$ cat config.mk
export PLATFORM = sky130hd
export DESIGN_NAME = chunked_body_decoder
export DESIGN_NICKNAME = d
export VERILOG_FILES = /design/src/hdl/cbd_pkg.sv /design/src/hdl/chunked_body_decoder.sv
export VERILOG_INCLUDE_DIRS = /design/src /design/src/hdl
export SDC_FILE = /design/constraint.sdc
export NUM_CORES = 1
export LEC_CHECK = 0
export ABC_AREA = 0
export BUFFER_PORTS_ARGS = -buffer_cell sky130_fd_sc_hd__clkbuf_2
export CORE_ASPECT_RATIO = 1.25
export CORE_MARGIN = 2
export CORE_UTILIZATION = 35
export DETAILED_ROUTE_END_ITERATION = 8
export GPL_ROUTABILITY_DRIVEN = 0
export SYNTH_ARGS = -nofsm -noshare
export SYNTH_HDL_FRONTEND = slang
export SYNTH_SLANG_ARGS = --single-unit
$ cat constraint.sdc
create_clock -name clk_i -period 10 [get_ports clk_i]
set_input_delay 1 -clock clk_i [delete_from_list [all_inputs] [get_ports clk_i]]
set_output_delay 1 -clock clk_i [all_outputs]
set_load 0.01 [all_outputs]
$ cat src/hdl/chunked_body_decoder_defines.svh
// ---------------------------------------------------------------------------
// Chunked body decoder assertion macros
// Shared property wrappers, clocked on clk_i and disabled during reset.
// ---------------------------------------------------------------------------
`ifndef CHUNKED_BODY_DECODER_DEFINES_SVH
`define CHUNKED_BODY_DECODER_DEFINES_SVH

// Condition that must hold at every clock edge outside reset.
`define CBD_ASSERT(name, cond, msg) \
  name: assert property (@(posedge clk_i) disable iff (!rst_ni) (cond)) else $error(msg);

// Antecedent in one cycle implies the consequent in the next cycle.
`define CBD_ASSERT_NEXT(name, ante, cons, msg) \
  name: assert property (@(posedge clk_i) disable iff (!rst_ni) (ante) |=> (cons)) \
    else $error(msg);

`endif

$ cat src/hdl/cbd_pkg.sv
// ---------------------------------------------------------------------------
// Chunked body decoder package
// Widths, character codes, phase and status codes and the hex digit decoder.
// ---------------------------------------------------------------------------
package cbd_pkg;

  // Width of the chunk size, remaining byte and total body counters.
  localparam int COUNT_WIDTH = 32;
  // Width of the size limit register.
  localparam int LIMIT_WIDTH = 32;
  // Width used when comparing counters against the limit.
  localparam int CMP_WIDTH   = (COUNT_WIDTH > LIMIT_WIDTH) ? COUNT_WIDTH : LIMIT_WIDTH;
  // Reset value of the size limit.
  localparam logic [LIMIT_WIDTH-1:0] LIMIT_RESET = LIMIT_WIDTH'(1048576);

  // Character codes used by the framing.
  localparam logic [7:0] CH_CR  = 8'h0D;
  localparam logic [7:0] CH_LF  = 8'h0A;
  localparam logic [7:0] CH_SP  = 8'h20;
  localparam logic [7:0] CH_TAB = 8'h09;

  typedef logic [COUNT_WIDTH-1:0] count_t;

  // Decoder phase, one-hot.
  typedef enum logic [7:0] {
    PH_SIZE     = 8'b0000_0001,
    PH_SIZE_CR  = 8'b0000_0010,
    PH_DATA     = 8'b0000_0100,
    PH_DATA_CR  = 8'b0000_1000,
    PH_DATA_LF  = 8'b0001_0000,
    PH_DONE     = 8'b0010_0000,
    PH_TOOBIG   = 8'b0100_0000,
    PH_BADFRAME = 8'b1000_0000
  } phase_e;

  // Status reported with every result beat.
  typedef enum logic [1:0] {
    ST_BUSY     = 2'd0,
    ST_DONE     = 2'd1,
    ST_TOOBIG   = 2'd2,
    ST_BADFRAME = 2'd3
  } status_e;

  // Input action codes.
  localparam logic ACT_BYTE    = 1'b0;
  localparam logic ACT_RESTART = 1'b1;

  // True when the character is a hex digit.
  function automatic logic is_hex(input logic [7:0] c);
    return ((c >= 8'h30) && (c <= 8'h39)) ||
           ((c >= 8'h61) && (c <= 8'h66)) ||
           ((c >= 8'h41) && (c <= 8'h46));
  endfunction

  // Value of a hex digit; only meaningful when is_hex() holds.
  function automatic logic [3:0] hex_val(input logic [7:0] c);
    logic [3:0] v;
    if (c <= 8'h39) begin
      v = c[3:0];
    end else begin
      v = c[3:0] + 4'd9;
    end
    return v;
  endfunction

endpackage

$ cat src/hdl/chunked_body_decoder.sv
// ---------------------------------------------------------------------------
// Chunked body decoder
// Decodes a chunked message body one byte per beat into payload bytes and a
// framing status.
// ---------------------------------------------------------------------------
// Usage:
//   Slave side: one beat per stream byte. tdata carries the byte, tuser is
//   the action (0 = decode the byte, 1 = restart for a new body).
//   Master side: exactly one result beat per input beat. tdata carries the
//   body byte (zero when not payload) and the status above it; tuser is set
//   when the byte is chunk payload.
//   cfg_we_i writes the size limit, which applies to each chunk and to the
//   running body total. Write it only while the decoder is idle.
// Timing:
//   A result appears in the cycle after its input beat is accepted. While
//   the receiver does not stall, one beat is taken every cycle: the whole
//   per-byte update sits between the decoder state and the result register.
// Reset and stalls:
//   Reset returns the decoder to the size line state with zero counters and
//   sets the limit to 1 MiB. While the receiver stalls, the result register
//   holds its beat and s_axis_tready stays low until that beat is taken.
// ---------------------------------------------------------------------------
`include "chunked_body_decoder_defines.svh"

module chunked_body_decoder
  import cbd_pkg::*;
(
  input  logic                   clk_i,
  input  logic                   rst_ni,
  // Size limit register write.
  input  logic                   cfg_we_i,
  input  logic [LIMIT_WIDTH-1:0] cfg_wdata_i,
  // Stream bytes in.
  input  logic                   s_axis_tvalid,
  output logic                   s_axis_tready,
  input  logic [7:0]             s_axis_tdata,   // [7:0] data_byte
  input  logic                   s_axis_tuser,   // [0] action
  // Decoded results out.
  output logic                   m_axis_tvalid,
  input  logic                   m_axis_tready,
  output logic [15:0]            m_axis_tdata,   // [7:0] body_byte, [9:8] status, rest 0
  output logic                   m_axis_tuser    // [0] body_valid
);

  // Limit register and decoder state.
  logic [LIMIT_WIDTH-1:0] limit_q;
  phase_e                 phase_q, phase_d;
  count_t                 accum_q, accum_d;
  logic                   nonempty_q, nonempty_d;
  logic                   has_digit_q, has_digit_d;
  logic                   digits_ended_q, digits_ended_d;
  count_t                 left_q, left_d;
  count_t                 total_q, total_d;

  // Result register.
  logic                   out_valid_q;
  logic [7:0]             out_byte_q, out_byte_d;
  logic                   out_body_q, out_body_d;
  status_e                out_status_q, out_status_d;

  logic                   in_acc;
  logic [7:0]             c;
  logic                   c_hex;
  logic                   c_blank;
  count_t                 accum_shift;
  count_t                 size;
  count_t                 left_dec;
  logic [CMP_WIDTH-1:0]   size_x, total_x, lim_x;
  logic                   too_big;

  // The input side moves whenever the result register is free or emptying.
  assign s_axis_tready = !out_valid_q || m_axis_tready;
  assign in_acc        = s_axis_tvalid && s_axis_tready;
  assign c             = s_axis_tdata;

  // Per-byte helpers: hex digit, blank, saturating accumulate, size check.
  always_comb begin
    c_hex   = is_hex(c);
    c_blank = (c == CH_SP) || (c == CH_TAB);
    if (|accum_q[COUNT_WIDTH-1 -: 4]) begin
      accum_shift = '1;
    end else begin
      accum_shift = {accum_q[COUNT_WIDTH-5:0], hex_val(c)};
    end
    size     = has_digit_q ? accum_q : '0;
    left_dec = (left_q != '0) ? (left_q - count_t'(1)) : left_q;
    size_x   = CMP_WIDTH'(size);
    total_x  = CMP_WIDTH'(total_q);
    lim_x    = CMP_WIDTH'(limit_q);
    too_big  = (size_x > lim_x) || (total_x > lim_x) || (size_x > (lim_x - total_x));
  end

  // Next decoder state and result for the byte on the slave side.
  always_comb begin
    phase_d        = phase_q;
    accum_d        = accum_q;
    nonempty_d     = nonempty_q;
    has_digit_d    = has_digit_q;
    digits_ended_d = digits_ended_q;
    left_d         = left_q;
    total_d        = total_q;
    out_byte_d     = 8'h00;
    out_body_d     = 1'b0;

    if (s_axis_tuser == ACT_RESTART) begin
      phase_d        = PH_SIZE;
      accum_d        = '0;
      nonempty_d     = 1'b0;
      has_digit_d    = 1'b0;
      digits_ended_d = 1'b0;
      left_d         = '0;
      total_d        = '0;
    end else begin
      case (phase_q)
        PH_SIZE: begin
          if (c == CH_CR) begin
            phase_d = PH_SIZE_CR;
          end else begin
            nonempty_d = 1'b1;
            if (!digits_ended_q) begin
              if (c_hex) begin
                accum_d     = accum_shift;
                has_digit_d = 1'b1;
              end else if (!(c_blank && !has_digit_q)) begin
                digits_ended_d = 1'b1;
              end
            end
          end
        end
        PH_SIZE_CR: begin
          if (c == CH_LF) begin
            // End of the size line.
            accum_d        = '0;
            nonempty_d     = 1'b0;
            has_digit_d    = 1'b0;
            digits_ended_d = 1'b0;
            if (!nonempty_q) begin
              phase_d = PH_SIZE;
            end else if (size == '0) begin
              phase_d = PH_DONE;
            end else if (too_big) begin
              phase_d = PH_TOOBIG;
            end else begin
              total_d = total_q + size;
              left_d  = size;
              phase_d = PH_DATA;
            end
          end else begin
            // A lone CR is an ordinary non-hex byte, so the digits end there.
            nonempty_d     = 1'b1;
            digits_ended_d = 1'b1;
            phase_d        = (c == CH_CR) ? PH_SIZE_CR : PH_SIZE;
          end
        end
        PH_DATA: begin
          out_byte_d = c;
          out_body_d = 1'b1;
          left_d     = left_dec;
          if (left_dec == '0) begin
            phase_d = PH_DATA_CR;
          end
        end
        PH_DATA_CR: begin
          phase_d = (c == CH_CR) ? PH_DATA_LF : PH_BADFRAME;
        end
        PH_DATA_LF: begin
          if (c == CH_LF) begin
            accum_d        = '0;
            nonempty_d     = 1'b0;
            has_digit_d    = 1'b0;
            digits_ended_d = 1'b0;
            phase_d        = PH_SIZE;
          end else begin
            phase_d = PH_BADFRAME;
          end
        end
        default: begin
          // Done and error phases hold until a restart.
        end
      endcase
    end

    case (phase_d)
      PH_DONE:     out_status_d = ST_DONE;
      PH_TOOBIG:   out_status_d = ST_TOOBIG;
      PH_BADFRAME: out_status_d = ST_BADFRAME;
      default:     out_status_d = ST_BUSY;
    endcase
  end

  // Size limit register.
  always_ff @(posedge clk_i or negedge rst_ni) begin
    if (!rst_ni) begin
      limit_q <= LIMIT_RESET;
    end else if (cfg_we_i) begin
      limit_q <= cfg_wdata_i;
    end
  end

  // Decoder state, updated on each accepted beat.
  always_ff @(posedge clk_i or negedge rst_ni) begin
    if (!rst_ni) begin
      phase_q        <= PH_SIZE;
      accum_q        <= '0;
      nonempty_q     <= 1'b0;
      has_digit_q    <= 1'b0;
      digits_ended_q <= 1'b0;
      left_q         <= '0;
      total_q        <= '0;
    end else if (in_acc) begin
      phase_q        <= phase_d;
      accum_q        <= accum_d;
      nonempty_q     <= nonempty_d;
      has_digit_q    <= has_digit_d;
      digits_ended_q <= digits_ended_d;
      left_q         <= left_d;
      total_q        <= total_d;
    end
  end

  // Result valid flag.
  always_ff @(posedge clk_i or negedge rst_ni) begin
    if (!rst_ni) begin
      out_valid_q <= 1'b0;
    end else if (in_acc) begin
      out_valid_q <= 1'b1;
    end else if (m_axis_tready) begin
      out_valid_q <= 1'b0;
    end
  end

  // Result payload.
  always_ff @(posedge clk_i) begin
    if (in_acc) begin
      out_byte_q   <= out_byte_d;
      out_body_q   <= out_body_d;
      out_status_q <= out_status_d;
    end
  end

  assign m_axis_tvalid = out_valid_q;
  assign m_axis_tdata  = {6'b000000, out_status_q, out_byte_q};
  assign m_axis_tuser  = out_body_q;

  // Checks on the decoder's own logic.
  `CBD_ASSERT(a_body_busy, !(out_valid_q && out_body_q) || (out_status_q == ST_BUSY), "payload beat with non-busy status")
  `CBD_ASSERT(a_data_left, (phase_q != PH_DATA) || (left_q != '0), "data phase with no bytes left")
  `CBD_ASSERT_NEXT(a_sticky, in_acc && (s_axis_tuser == ACT_BYTE) && ((phase_q == PH_DONE) || (phase_q == PH_TOOBIG) || (phase_q == PH_BADFRAME)), phase_q == $past(phase_q), "terminal phase left without restart")
  `CBD_ASSERT_NEXT(a_restart, in_acc && (s_axis_tuser == ACT_RESTART), (phase_q == PH_SIZE) && (total_q == '0) && !out_body_q, "restart did not clear the decoder")

endmodule

# ---- Yosys cells after proc, flatten, opt, wreduce, memory -nomap -nowiden
# Index checks and enable logic that the tools add are counted.
dict set report totals {
  regBits 151
  inputBits 46
  out_inout_bits 19
  word_cells 132
}
dict set report classes {
  add_sub_neg 4
  magnitude_cmp 9
  n_eq_ne 23
  n_mux 53
  bitwise_logic 1
  n_reduce_logical 30
}
# operator count
set ops {}
lappend ops {{$mux W32} 19}
lappend ops {{$pmux W32 S2} 2}
lappend ops {{$gt A32 B32 Y1} 3}
lappend ops {{$logic_not A32 Y1} 2}
lappend ops {{$mux W8} 6}
lappend ops {{$pmux W8 S5} 1}
lappend ops {{$add A32 B32 Y32} 1}
lappend ops {{$eq A8 B4 Y1 const B} 4}
lappend ops {{$reduce_bool A32 Y1} 1}
lappend ops {{$sub A32 B1 Y32 const B} 1}
lappend ops {{$sub A32 B32 Y32} 1}
lappend ops {{$ne A3 B3 Y1 const B} 8}
lappend ops {{$mux W7} 3}
lappend ops {{$reduce_and A6 Y1} 3}
lappend ops {{$eq A8 B6 Y1 const B} 2}
lappend ops {{$ge A8 B7 Y1 const B} 2}
lappend ops {{$le A8 B7 Y1 const B} 2}
lappend ops {{$mux W1} 16}
lappend ops {{$eq A8 B1 Y1 const B} 1}
lappend ops {{$eq A8 B2 Y1 const B} 1}
lappend ops {{$eq A8 B3 Y1 const B} 1}
lappend ops {{$eq A8 B5 Y1 const B} 1}
lappend ops {{$eq A8 B7 Y1 const B} 1}
lappend ops {{$eq A8 B8 Y1 const B} 1}
lappend ops {{other kinds (20)} 37}

# ---- Longest topological paths before layout
# Gate-level depths: netlist of run 1.
dict set report depth {
  depth_word 12
  mapped_depth 25
  mapped_depth_nobuf 23
}

# ---- Worst setup path after synthesis of run 1
# OpenSTA, ideal clock, no wires.
dict set report synth_timing {
  path_kind {flip-flop to flip-flop}
  from {register total_q[0]}
  to {register total_q[3]}
  setup_time_ns 0.110
  t_arrival_ns 5.081
  t_required_ns 9.890
  path_slack_ns 4.809
  path_stages_with_launch 25
  path_buffers 2
  period_less_slack_ns 5.191
  path_cell_list {dfrtp_1 -> ha_1 -> fa_1 -> nor2b_1 -> o31a_1 -> o211ai_1 -> a2111oi_0 -> nor2_1 -> a21oi_1 -> a22o_1 -> o21a_1 -> o21ai_0 -> a21o_1 -> ha_1 -> nand4_1 -> nor3_1 -> nand2_1 -> o311ai_0 -> a21o_1 -> a211o_1 -> o31a_1 -> clkbuf_1 -> clkbuf_1 -> nand2_1 -> o41ai_1}
}
dict set report synth_via {
  elab_chain_len 7
}
# element line
set synth_rtl {}
lappend synth_rtl {{from (decl)} chunked_body_decoder.sv:53} ;# count_t total_q, total_d;
lappend synth_rtl {{from (signal assigned)} chunked_body_decoder.sv:217} ;# total_q <= total_d;
lappend synth_rtl {{parallel branches: the longest is 7 deep, another holds $sub A32 B32 Y32} n/a}
# Parallel ways; which one is timed is not known. The select of a mux whose other input is x is not followed.
# A chain may end at the register's enable or synchronous reset.

# ---- Worst setup path after layout of run 1
dict set report layout_timing {
  from {register total_q[0]}
  to {register total_q[29]}
}
# Same word-level chain as after synthesis.

==> run summary, run 1 <==
The static leakage is 0.00641 µW, and the number of top-level pins is 65. Across the VDD grid, the largest voltage drop is 0.000195 V. The total clock buffers created by CTS was 17; the area growth from synthesis to layout was 10.2%. TritonCTS built the clock tree. The data arrival time at the worst-slack endpoint was 7.01 ns; the clock transition time at the flip-flop clock pins of the worst setup and hold paths was 0.07 ns.

Data on the critical path is required at its endpoint by 10.34 ns. The total overflow reported by the global router came out at 0. At the end of the flow, the number of nets in the layout was 1753. The maximum number of pins on one net before global-route repair was 74; the maximum frequency from static timing analysis was 0.150 GHz. The type of element launching the critical path is a flip-flop. In this run the cell area of the synthesized design comes to 12500 µm².

The path class of the tightest hold or removal check is flip-flop to flip-flop. For the post-route antenna net violation count, the log shows 0. The number of storage elements in the synthesis netlist was 151; the final worst hold slack was 0.490 ns. The total core area came out at 35300 µm². For the area taken by multi-input logic gates, the log shows 8040 µm². The highest net fanout along the worst path came out at 31. The share of the cycle needed by the critical path after routing was 66.7%; the clock sink count was 151.

Clock tree root driver cell: sky130_fd_sc_hd__clkbuf_16. Counting instances in the post-synthesis netlist gives the leading cell types as 176 x sky130_fd_sc_hd__o21ai_0, 171 x sky130_fd_sc_hd__nand2_1, 138 x sky130_fd_sc_hd__dfrtp_1. The number of vias per cell was 5.64; the starting density of the core was 35.4%. The quantity of gates resized following cts was 0; the number of design-rule violations left by the first detailed-router iteration was 777. The pin slew with the least headroom to its limit is 1.16 ns, and the post-layout utilization of the core is 39.0%.

The run gives 59900 µm as the wire length of the first global-routing pass. Summed over all failing endpoints, the final setup total negative slack is 0 ns. sky130_fd_sc_hd__dfrtp_1 takes more of the synthesized area than any other cell. The share of the Yosys chip area taken by registers is 30.7%. The logs give 77 for the total number of placement rows and 1553 for the instance count of the mapped netlist. Clock skew on the completed layout was measured at 0.0109 ns. The number of global-route vias before repair is 11442.

The dominant synthesized flop cell was sky130_fd_sc_hd__dfrtp_1. The share of async-settable or async-resettable flops after synthesis works out to 92.7%. Yosys instantiated no cell more often than sky130_fd_sc_hd__o21ai_0. The worst setup path is captured at a flip-flop.

Setup repair after global routing left no endpoint under its margin. The half-perimeter wire length after placement is 27900 µm, and the count of yosys warnings during synthesis is 0. Once the clock tree was built, the setup fixing pass inserted 0 buffers. The proportion of netlist area held by the largest area contributor is 27.7%, and the final hold violation count is 0. The largest buffer count on any clock path was 2; the number of flops mapped to enable cells by yosys was 11.

The final layout contains routed wiring with a total length of 36600 µm. The count of distinct cell types in the synthesized netlist is 72. The die is 215 µm tall.

The final-report max-slew violation count was 0; the per-cell routed wire length was 17.8 µm. The tools report the combined flip-flop and latch cell area as 3840 µm². Sorting the synthesized cells by area gives the leading types as sky130_fd_sc_hd__dfrtp_1 28%, sky130_fd_sc_hd__ha_1 13%, sky130_fd_sc_hd__o21ai_0 7.1%.

The die covers 37200 µm². Detailed routing inserted a total of 11610 vias. For the count of final setup violators, the log shows 0. For the worst-skew pair, the clock arrives at the later sink with an insertion delay of 0.45 ns.

Headroom to the max-slew limit came out at 22.3%. The startpoint-to-endpoint class of the critical path was flip-flop to flip-flop. Number of antenna violations at the first check in global routing: 0. For this run, the detailed router's first-pass iteration total came to 5. The die is 173 µm wide.

The fraction of layout instances using a drive strength above 1 was 7.88%. Fill cells in the final layout number 3717. The total power per unit cell area works out to 260 nW/µm².

In the routed design, unresolved DRC markers number 0. Number of max-cap violations: 0. The worst path in the final design needs a cycle of 6.67 ns, including I/O delays and setup. The deepest level of the CTS H-tree was 4; the number of port buffers was 58. The final antenna diode count was 0; the mean instance size in the synthesized netlist was 8.04 µm². The hold buffer count at cts came out at 0. The run finished with clean final reports. Global routing used 20.0% of the available tracks across all layers.
==> layer usage <==
layer / global-route usage, % / up-vias / wire length, µm
met5: 0 / - / 0
met4: 9.80 / 0 / 1580
met3: 2.57 / 87 / 1110
met2: 36.1 / 298 / 18600
met1: 23.3 / 5536 / 15400
li1: - / 5689 / -
==> metrics by stage <==
stage | area (µm²) | std cells | setup slack, ns | power (µW)
6_report | 13800 | 2060 | 3.33 | 3580
5_1_grt | 13800 | 2060 | 2.85 | 3890
4_1_cts | 13800 | 2060 | 3.41 | 3580
3_5_place_dp | 13200 | 2028 | 3.46 | 2900
3_3_place_gp | 13200 | 2028 | 3.62 | 2860
2_1_floorplan | 12500 | 1558 | 4.81 | 2390
==> final timing paths <==
kind / from / end / slack [ns] / cells past startpoint
min: total_q[31] / total_q[31] / 0.49 / 1
max in group asynchronous: rst_ni / total_q[30] / 7.98 / 2
max: total_q[0] / total_q[29] / 3.33 / 23
min in group asynchronous: rst_ni / lim_x[5] / 0.56 / 1
min reg2reg: total_q[31] / total_q[31] / 0.49 / 1
max reg2reg: total_q[0] / total_q[29] / 3.33 / 23
==> flip-flops by register name (all words and copies together) (netlist names), 2 cells and up <==
register / cells
out_status_q: 2
phase_q: 8
left_q: 32
out_byte_q: 8
total_q: 32
accum_q: 32
lim_x: 32
==> cell families after synthesis <==
kind of cell / count (synthesis) / synth area share, %
AO/OA/AOI/OAI: 473 / 23.5
adder cells (fa/ha/maj): 134 / 13.5
buffers and inverters: 160 / 5.04
flip-flops: 151 / 30.7
multiplexers: 2 / 0.170
AND/OR/NAND/NOR: 566 / 22.3
XOR/XNOR: 66 / 4.63
other: 1 / 0.0300
==> power breakdown <==
| group | switching, µW | internal (µW) |
|---|---|---|
| Combinational | 1280 | 751 |
| Sequential | 138 | 737 |
| Clock | 296 | 380 |
| Total | 1710 | 1870 |
==> critical path, cell delays in order (launching register included) <==
cell                        delay [ns]
sky130_fd_sc_hd__dfrtp_1          0.40
sky130_fd_sc_hd__ha_1             0.24
sky130_fd_sc_hd__fa_1             0.41
sky130_fd_sc_hd__nor2b_1          0.16
sky130_fd_sc_hd__o31a_1           0.21
sky130_fd_sc_hd__o211ai_1         0.17
sky130_fd_sc_hd__a2111oi_0        0.77
sky130_fd_sc_hd__nor2_1           0.21
sky130_fd_sc_hd__a21oi_1          0.38
sky130_fd_sc_hd__a22o_1           0.22
sky130_fd_sc_hd__o21a_1           0.12
sky130_fd_sc_hd__o21ai_0          0.07
sky130_fd_sc_hd__a21o_1           0.20
sky130_fd_sc_hd__ha_1             0.27
sky130_fd_sc_hd__nand4_1          0.12
sky130_fd_sc_hd__nor3_1           0.32
sky130_fd_sc_hd__nand2_1          0.12
sky130_fd_sc_hd__o311ai_0         0.29
sky130_fd_sc_hd__a21o_1           0.16
sky130_fd_sc_hd__a211o_1          0.27
sky130_fd_sc_hd__o31a_2           0.62
sky130_fd_sc_hd__buf_4            0.42
sky130_fd_sc_hd__nor2_1           0.16
sky130_fd_sc_hd__a22o_1           0.23
==> cell type report <==
| type | instances | share of cell area (%) |
|---|---|---|
| Clock inverter | 14 | 1.15 |
| Inverter | 89 | 2.43 |
| Tap cell | 474 | 4.31 |
| Sequential cell | 151 | 27.9 |
| Timing Repair Buffer | 67 | 2.65 |
| Multi-Input combinational cell | 1247 | 58.4 |
| Clock buffer | 18 | 3.19 |
==> placed cells by master (no fill, tap or decap), drive strengths merged, types with 6 or more instances in the layout <==
| master | instances |
|---|---|
| xnor2 | 35 |
| dfrtp | 138 |
| inv | 95 |
| xor2 | 31 |
| edfxtp | 11 |
| nand2 | 171 |
| conb | 6 |
| a211o | 7 |
| o21ai | 177 |
| o21a | 15 |
| and3 | 11 |
| nor3 | 40 |
| nand3 | 26 |
| o21bai | 10 |
| nor4 | 38 |
| nor2 | 135 |
| nand2b | 19 |
| or4 | 12 |
| or3 | 19 |
| nor2b | 9 |
| o31ai | 24 |
| and2 | 40 |
| o22ai | 7 |
| a31oi | 9 |
| a211oi | 15 |
| or2 | 9 |
| o41ai | 7 |
| a21oi | 101 |
| buf | 10 |
| a22o | 6 |
| o211ai | 9 |
| a22oi | 6 |
| nand4 | 24 |
| a21o | 38 |
| a2111oi | 13 |
| ha | 132 |
| clkbuf | 75 |
Power figures use the tool's default switching activity.
==> run 2: changes to the inputs <==
==> constraint.sdc (replaced) <==
create_clock -name clk_i -period 6.3 [get_ports clk_i]
set_input_delay 0.63 -clock clk_i [delete_from_list [all_inputs] [get_ports clk_i]]
set_output_delay 0.63 -clock clk_i [all_outputs]
set_load 0.01 [all_outputs]
==> run 2 against run 1 <==
Net effect: via count shrank 1.8%; sequential power increased by 59%; clock power increased by 51%; worst setup slack worse by 2.9 ns; register-to-register slack got worse by 2.9 ns; sequential cell count stayed put; count of clock-buffer cells in the layout up 1; cell area is 0.15% higher; maximum frequency up 13%.
==> run summary, run 2 (synthesis gave the netlist of run 1 again) <==
The library cells used most frequently in the layout, excluding fill and tap cells, are 176 x sky130_fd_sc_hd__o21ai_0, 171 x sky130_fd_sc_hd__nand2_1, 138 x sky130_fd_sc_hd__dfrtp_1, 135 x sky130_fd_sc_hd__nor2_1, 132 x sky130_fd_sc_hd__ha_1. The logs give 74 for the maximum number of pins on one net before global-route repair and 77 for the total number of placement rows. The analysis attributes to net switching a power of 2730 µW. In this run the tightest slew margin relative to its limit is 21.9%.

Area growth from synthesis to layout: 10.4%. The pin slew with the least headroom to its limit was 1.16 ns; the proportion of total power due to net switching was 48.3%. The worst hold path belongs to the class input pin to asynchronous set/reset pin. For the worst setup path, the data required time is 6.70 ns. Measured along the x axis, the die boundary spans 173 µm. The first global-routing pass estimated 59800 µm of wire. The run gives 0.304 ns as the worst slack at placement.

For the setup clock skew after layout, the log shows 0.0107 ns. The run gives 18.1% as the share of power burned in the clock network. Across the whole layout, storage elements account for 3840 µm². Global routing finished with a remaining overflow of 0.

The count of final setup violators was 0. The clock transition time at the flip-flop clock pins of the worst setup and hold paths was 0.07 ns. The startpoint-to-endpoint class of the critical path is flip-flop to flip-flop. For the number of global-route vias before repair, the log shows 11268. The tools report the overall routing resource usage as 20.0%. The final hold violation count is 0, and the number of vias per cell is 5.52. The clock reaches the later pin of the worst-skew pair after 0.46 ns. The type of element launching the critical path is a flip-flop. The tools report the final-report max-slew violation count as 0.

Data arrives at the worst endpoint at 6.31 ns. In the post-route analysis, the smallest setup slack over all paths is 0.384 ns. The number of antenna violations at the first check in global routing is 0. The run finished with clean final reports. The number of fillers in the final layout is 3634. In this run the remaining antenna-violating nets after routing total 0.

Summed over all cells, the static leakage comes to 0.00643 µW. The run gives 4 as the deepest level of the CTS H-tree. The highest net fanout along the worst path is 24, and the maximum frequency from static timing analysis is 0.169 GHz.

The clock passes through at most 2 buffers. In the finished design, the share of the clock period the worst path needs comes to 93.9%. Leaving out fill and tap cells, the most frequent cell in the layout is sky130_fd_sc_hd__o21ai_0.

The tree is rooted in a sky130_fd_sc_hd__clkbuf_16. The detailed-route wire length came out at 36800 µm. The number of max-cap violations is 0, and the half-perimeter wire length after placement is 28100 µm.

For the placed instance count, the log shows 2032. Measured along the y axis, the die boundary spans 215 µm. The combinational power share was 57.3%; the starting density of the core was 35.4%. The run gives 2064 as the final cell count without fillers. For the clock sink count, the log shows 151. The internal power consumption was 2930 µW. The tools report the die footprint as 37200 µm².

STA classifies the critical path endpoint as a flip-flop. Registers are responsible for 24.6% of the overall power. Across the VDD grid, the largest voltage drop is 0.000294 V.

For the total core area, the log shows 35300 µm². In the routed design, unresolved DRC markers number 0. TritonCTS built the clock tree. The routed via count came out at 11398.

Dividing total power by cell area gives a power density of 410 nW/µm². The tools report the final antenna diode count as 0. Cells with a size suffix above 1 make up 8.18% of the layout.

For the area taken by multi-input logic gates, the log shows 8060 µm². The per-cell routed wire length was 17.9 µm; the minimum period implied by the final worst setup slack was 5.92 ns. Buffers added to address setup during post-CTS repair amount to 0. Number of top-level pins: 65.

Once layout is complete, the utilization of the core stands at 39.1%. The total clock buffers created by CTS was 17. At the end of the flow, the number of nets in the layout was 1757. The first detailed-routing pass took 5 iterations. In this run the tool buffered the top-level ports with 58 buffer cells. Number of design-rule violations left by the first detailed-router iteration: 818.
==> run 2: area by class of cell <==
cell class,count,share of cell area (%)
Timing Repair Buffer,71,2.86
Tap cell,474,4.30
Sequential cell,151,27.8
Multi-Input combinational cell,1247,58.5
Clock buffer,19,3.21
Clock inverter,13,0.880
Inverter,89,2.42
==> run 2: worst max-delay path, stage by stage, from the launching register on <==
cell,delay (ns)
sky130_fd_sc_hd__dfrtp_1,0.50
sky130_fd_sc_hd__inv_1,0.08
sky130_fd_sc_hd__ha_1,0.28
sky130_fd_sc_hd__nor2b_1,0.20
sky130_fd_sc_hd__o31ai_2,0.11
sky130_fd_sc_hd__a22oi_1,0.32
sky130_fd_sc_hd__a21bo_2,0.22
sky130_fd_sc_hd__a41o_1,0.25
sky130_fd_sc_hd__a211oi_1,0.13
sky130_fd_sc_hd__nor3_1,0.26
sky130_fd_sc_hd__or2_2,0.20
sky130_fd_sc_hd__or4b_2,0.59
sky130_fd_sc_hd__o211a_1,0.16
sky130_fd_sc_hd__ha_1,0.31
sky130_fd_sc_hd__nand4_1,0.13
sky130_fd_sc_hd__nor3_1,0.10
sky130_fd_sc_hd__a221oi_1,0.23
sky130_fd_sc_hd__o311ai_0,0.19
sky130_fd_sc_hd__a21o_1,0.19
sky130_fd_sc_hd__a211o_1,0.39
sky130_fd_sc_hd__o31a_4,0.50
sky130_fd_sc_hd__a2111oi_0,0.39
sky130_fd_sc_hd__a21o_1,0.12
==> run 2: repair_timing <==
item | CTS | global route
hold endpoints to repair | 0 | 0
resized for setup | 0 | 7
hold buffers | 0 | 0
setup endpoints to repair | 0 | 63
==> run 2: final timing paths <==
check	to	start	depth (start not counted)	slack [ns]
max	total_q[10]	total_q[1]	22	0.38
min	lim_x[5]	rst_ni	1	0.19
max reg2reg	total_q[10]	total_q[1]	22	0.38
min reg2reg	total_q[31]	total_q[31]	1	0.50
max in group asynchronous	accum_q[4]	rst_ni	2	4.65
min in group clk_i	lim_x[2]	cfg_wdata_i[2]	3	0.38
==> run 2: layer usage <==
metal | part of all wire, % | global-route usage [%] | up-vias
met1 | 42 | 23.8 | 5408
met3 | 3.4 | 3.17 | 76
met4 | 4.0 | 9.29 | 0
met5 | 0 | 0 | -
li1 | - | - | 5670
met2 | 50 | 35.4 | 244
==> run 2: through the flow <==
step / hold slack, ns / cell area (µm²) / power (µW) / setup TNS (ns)
after global placement: 0.471 / 13200 / 4560 / 0
after floorplan: 0.334 / 12500 / 3790 / 0
final: 0.186 / 13800 / 5660 / 0
after global routing: 0.230 / 13800 / 6130 / -0.0307
after detailed placement: 0.487 / 13200 / 4600 / 0
after CTS: 0.221 / 13800 / 5630 / 0
==> run 2: power by group through the flow <==
| stage | registers (µW) | logic, µW | clock network, µW |
|---|---|---|---|
| CTS | 1390 | 3200 | 1040 |
| global placement | 1400 | 3160 | 0 |
| finish | 1390 | 3240 | 1020 |
| floorplan | 1320 | 2480 | 0 |
| detailed placement | 1410 | 3190 | 0 |
| global route | 1430 | 3620 | 1080 |
